<file path="src/rtl/tun_pkg.sv">
// tun_pkg: shared constants and types of the triangle unit normal block.
// Used by every module in rtl but tun_front; depends on nothing.
package tun_pkg;
    localparam int OUT_W   = 32;
    localparam int QDEPTH  = 16;
    localparam int QADDR_W = $clog2(QDEPTH);
    localparam int QCNT_W  = QADDR_W + 1;

    // stage control shared by the back pipelines
    typedef struct packed {
        logic advance;
        logic valid;
    } t_pipe_ctl;
endpackage

</file>
<file path="src/rtl/tun_queue.sv">
// tun_queue: small register FIFO between front and back pipelines.
// Depends on tun_pkg for depth and pointer widths.
module tun_queue #(
    parameter int DW = 8
) (
    input  logic          i_clk,
    input  logic          i_rst_n,
    input  logic          i_push,
    input  logic [DW-1:0] i_data,
    input  logic          i_pop,
    output logic [DW-1:0] o_data,
    output logic          o_empty
);
    import tun_pkg::*;

    logic [DW-1:0]      r_mem [QDEPTH];
    logic [QADDR_W-1:0] r_wr, r_rd;
    logic [QCNT_W-1:0]  r_cnt;

    // hold pointers and fill count
    always_ff @(posedge i_clk) begin
        if (!i_rst_n) begin
            r_wr  <= '0;
            r_rd  <= '0;
            r_cnt <= '0;
        end else begin
            if (i_push) r_wr <= r_wr + 1'b1;
            if (i_pop)  r_rd <= r_rd + 1'b1;
            r_cnt <= r_cnt + QCNT_W'(i_push) - QCNT_W'(i_pop);
        end
    end

    // write storage
    always_ff @(posedge i_clk) begin
        if (i_push) r_mem[r_wr] <= i_data;
    end

    assign o_data  = r_mem[r_rd];
    assign o_empty = (r_cnt == '0);
endmodule

</file>
<file path="config.mk">
export PLATFORM = sky130hd
export DESIGN_NAME = tun_queue
export DESIGN_NICKNAME = d
export VERILOG_FILES = /design/src/rtl/tun_pkg.sv /design/src/rtl/tun_queue.sv
export SDC_FILE = /design/constraint.sdc
export NUM_CORES = 1
export LEC_CHECK = 0
export BUFFER_PORTS_ARGS = -buffer_cell sky130_fd_sc_hd__buf_2
export CORE_ASPECT_RATIO = 0.75
export CORE_MARGIN = 2
export CORE_UTILIZATION = 40
export CTS_BUF_LIST = sky130_fd_sc_hd__clkbuf_4 sky130_fd_sc_hd__clkbuf_8 sky130_fd_sc_hd__clkbuf_16
export CTS_CLUSTER_SIZE = 25
export DETAILED_ROUTE_END_ITERATION = 12
export PLACE_DENSITY = 0.6
export SLEW_MARGIN = 20
export SYNTH_ARGS = -nofsm -noshare
export SYNTH_HDL_FRONTEND = slang
export SYNTH_SLANG_ARGS = --single-unit
</file>
<file path="constraint.sdc">
create_clock -name i_clk -period 4 [get_ports i_clk]
set_input_delay 0 -clock i_clk [delete_from_list [all_inputs] [get_ports i_clk]]
set_output_delay 0 -clock i_clk [all_outputs]
set_load 0.005 [all_outputs]
</file>
# Word level (Yosys, flattened, before mapping)
# Memories as Yosys holds them, arrays and structs flattened. A register that Yosys moved wholly into a read port is not among the register bits.
# Index checks and enable logic that the tools add are counted.
[totals] in_bits=12 n_memories=1 output_inout_bits=9 mem_bits_rw=128 word_cells=13 regBits=13
[mem_list] memory="r_mem" words=16 word_bits=8 read_ports=1 rd_ports_with_merged_regs=1 write_ports=1 line_no="tun_queue.sv:16" rtl="logic [DW-1:0] r_mem [QDEPTH];"
[op_classes] add_sub_neg=4 n_reduce_logical=1 n_mux=4
[op_table] op="$add A4 B1 Y4 const B" n=2
[op_table] op="$mux W4" n=2
[op_table] op="$add A5 B1 Y5" n=1
[op_table] op="$logic_not A5 Y1" n=1
[op_table] op="$sub A5 B1 Y5" n=1
[op_table] op="$mux W1" n=2

# Longest topological paths before layout
[logic_depth] word_depth=3 depth_mapped=9 depth_no_buf=9

# Worst setup path after synthesis
# Ideal clock, no wire load.
[synth_timing] path_type="register to register" startpoint="register r_cnt[0]" endpoint="register r_cnt[4]" required_ps=3884 period_less_slack_ps=1988 n_path_buf=0 path_slack_ps=2012 setup_ps=116 t_arrival_ps=1872 path_stages_with_launch=10 cell_sequence="dfxtp_1 -> inv_1 -> ha_1 -> inv_1 -> ha_1 -> fa_1 -> a21oi_1 -> nor2_1 -> or3_1 -> and3_1"
[synth_via] elab_chain_len=2
[synth_lines] element="from (decl)" line_no="tun_queue.sv:18" rtl="logic [QCNT_W-1:0] r_cnt;"
[synth_lines] element="from (signal assigned)" line_no="tun_queue.sv:29" rtl="r_cnt <= r_cnt + QCNT_W'(i_push) - QCNT_W'(i_pop);"
[synth_lines] element="$add A5 B1 Y5" line_no="tun_queue.sv:29"
[synth_lines] element="$sub A5 B1 Y5" line_no="tun_queue.sv:29"
# No other way between the ends.
# A chain may end at the register's enable or synchronous reset.

==> out/metrics.csv <==
metric,value,unit
outcome,completed,
CTS H-tree lvls,4,
Nets,357,
Initial DRT Pass Iterations,4,
final setup violation count,0,
Chip Width,142.9,um
clock share of power,41.8,%
ys flop type,edfxtp_1,
min cycle time layout,2.282,ns
sequential share of power,49.7,%
filler cell count,1197,
Post-Syn Area,0.005789,mm^2
layout cell share with drive strength beyond 1,21.10,%
final hold viol count,0,
vias post-DR,2729,
TritonCTS Buffers,17,
hold path depth,3,
Max Clk Rate,438.2,MHz
number of global-route vias before repair,2805,
placed insts,503,
initial drt markers,152,
DP Wirelength,6.862,mm
Peak VDD IR,297.8,uV
clock slew at reported path FFs,0.06,ns
Crit Path Class,reg2out,
"EDFF count, synth",128,
DRC Markers,0,
die area,0.01546,mm^2
post-CTS sizing,0,
crit path max fanout,32,
Hold WS,0.03236,ns
register area share after synthesis,72.27,%
GRT Overall Usage,15.04,%
Worst Skew,0.01177,ns
"Clk Latency, worst-skew pair",0.42,ns
initial antenna violation count,1,
Root Driver,clkbuf_16,
Hold Crit Class,in2reg,
Synth area leaders,"edfxtp_1 66%, mux4_2 7.0%, mux4_1 6.4%",
met2 WL,4.695,mm
Worst EP required,4.00,ns
wire length per cell,19.16,um
net switching power,743.7,uW
CP startpoint kind,register,
Final period util,57.05,%
leakage dissipation,0.002285,uW
Routed met1 length,5.107,mm
Initial Util,40.45,%
setup TNS,0,ns
Switching Fraction,21.30,%
Detail Route Antenna Nets,0,
Rel. slew slack,48.70,%
vias per inst,4.989,
Max clock buf depth,2,
CTS sink cnt,145,
Int Pwr,2747,uW
most numerous cell in the Yosys netlist,edfxtp_1,
io pins,21,
gr ovfl total,0,
worst r2r path cells,9,
RePlAce Congestion,0.7151,
Non-Filler Instances,547,
Synth cell types,31,
largest net degree at the start of global routing,33,
Comb power frac,8.6,%
Post-Syn Nets,318,
"Slew Viols, Final",0,
Post-Syn Area per Cell,19.69,um^2
YS warnings,0,
cell taking the most area after synthesis,edfxtp_1,
Mapped Cells,294,
Setup crit end kind,output pin,
Top Metal Used,met4,
Least-Margin Pin Slew,0.7667,ns
power per cell area,518.9,mW/mm^2
Area Growth Syn to Fin,16.21,%
CTS tree,built,
synth cell count leaders,"128 x edfxtp_1, 28 x and2_1, 18 x mux4_2, 17 x dfxtp_1, 16 x a22oi_1",
flip-flop and latch area,0.004189,mm^2
Row Count,38,
Core Footprint,0.01431,mm^2
placed cell areas,0.006057,mm^2
I/O Buffers,20,
top cell type's share of synthesized area,66.39,%
post-route cell area,0.006728,mm^2
"flops & latches, synth",145,
RSZ-0062 raised after global routing,false,
first-pass GRT wire length,16.39,mm
Die Ht,108.2,um
max-cap check violation count,0,
"Async S/R FF share, synth",0,%
area of the multi-input gates,0.001483,mm^2
Worst EP arrival,2.28,ns
drt total wl,10.48,mm
Met3 Wirelength,506,um
reg2reg setup slack,1.85,ns
[sequential cells by signal (all words and copies together) (netlist names), named ones only]
signal  count
r_cnt       5
r_wr        4
r_mem     128
r_rd        4
[cell type report]
cell class | instances | area share (%)
Sequential cell | 145 | 62.27
Timing Repair Buffer | 32 | 3.236
Tap cell | 200 | 3.720
Inverter | 8 | 0.4463
Clock inverter | 6 | 0.4835
Clock buffer | 26 | 7.774
Multi-Input combinational cell | 129 | 22.04
Antenna cell | 1 | 0.03720
[layer usage]
| layer | track usage, % | vias up |
|---|---|---|
| li1 | - | 1259 |
| met5 | 0 | - |
| met2 | 21.94 | 59 |
| met3 | 4.163 | 16 |
| met1 | 21.53 | 1395 |
| met4 | 5.941 | 0 |
[timing repair]
| item | in CTS | in global routing |
|---|---|---|
| hold endpoints to repair | 145 | 0 |
| hold buffers | 11 | 0 |
| buffers inserted | 0 | 0 |
[power groups by stage]
| stage | sequential (uW) | clock, uW | combinational, uW |
|---|---|---|---|
| after floorplan | 1740 | 0 | 234 |
| after global placement | 1770 | 0 | 283 |
| after detailed placement | 1770 | 0 | 295 |
| after CTS | 1740 | 1490 | 305 |
| after global routing | 1740 | 1550 | 336 |
| final | 1730 | 1460 | 299 |
[cells by family (layout without fill, tap and decap cells)]
family          Yosys count  after routing  synth area share (%)
xor+xnor                  9              9                 1.361
compound gates           20             20                 2.464
simple gates             54             54                 5.360
mux                      34             34                 13.70
buf+inv                  20             72                 2.118
other cells               0              1                     0
fa+ha+maj                12             12                 2.723
flops                   145            145                 72.27
[worst max-delay path: stages (launching register included)]
cell and delay [ns]:
dfxtp_4 0.75, mux4_1 0.62, a22oi_1 0.27, nand2_1 0.09, buf_2 0.14
[final timing paths]
path | from | end
max | register | o_data[5]
min | i_push | r_wr[0]
max reg2reg | r_cnt[0] | r_cnt[4]
min reg2reg | r_rd[1] | register
[stage by stage]
stage / util [%] / setup slack (ns) / total power, uW
after floorplan: - / 2.012 / 1969
after global placement: 42.32 / 1.741 / 2049
after detailed placement: 42.32 / 1.721 / 2062
after CTS: 46.98 / 1.259 / 3527
after global routing: 46.99 / 1.506 / 3630
final: 47.01 / 1.718 / 3491
[placed cells by master (no fill, tap or decap), types with 3 or more instances in the layout]
master and n:
xor2_1 4, clkbuf_16 18, mux4_2 18, nor2b_1 3, nor2_1 3, ha_1 11, clkbuf_4 6, inv_1 8
and2_1 28, dlygate4sd3_1 11, nand2_1 11, clkinv_2 5, a22oi_1 16, edfxtp_1 128, xnor2_1 5, dfxtp_1 15
mux4_1 14, buf_2 20
Note: power is estimated with default switching activity, not from simulation.
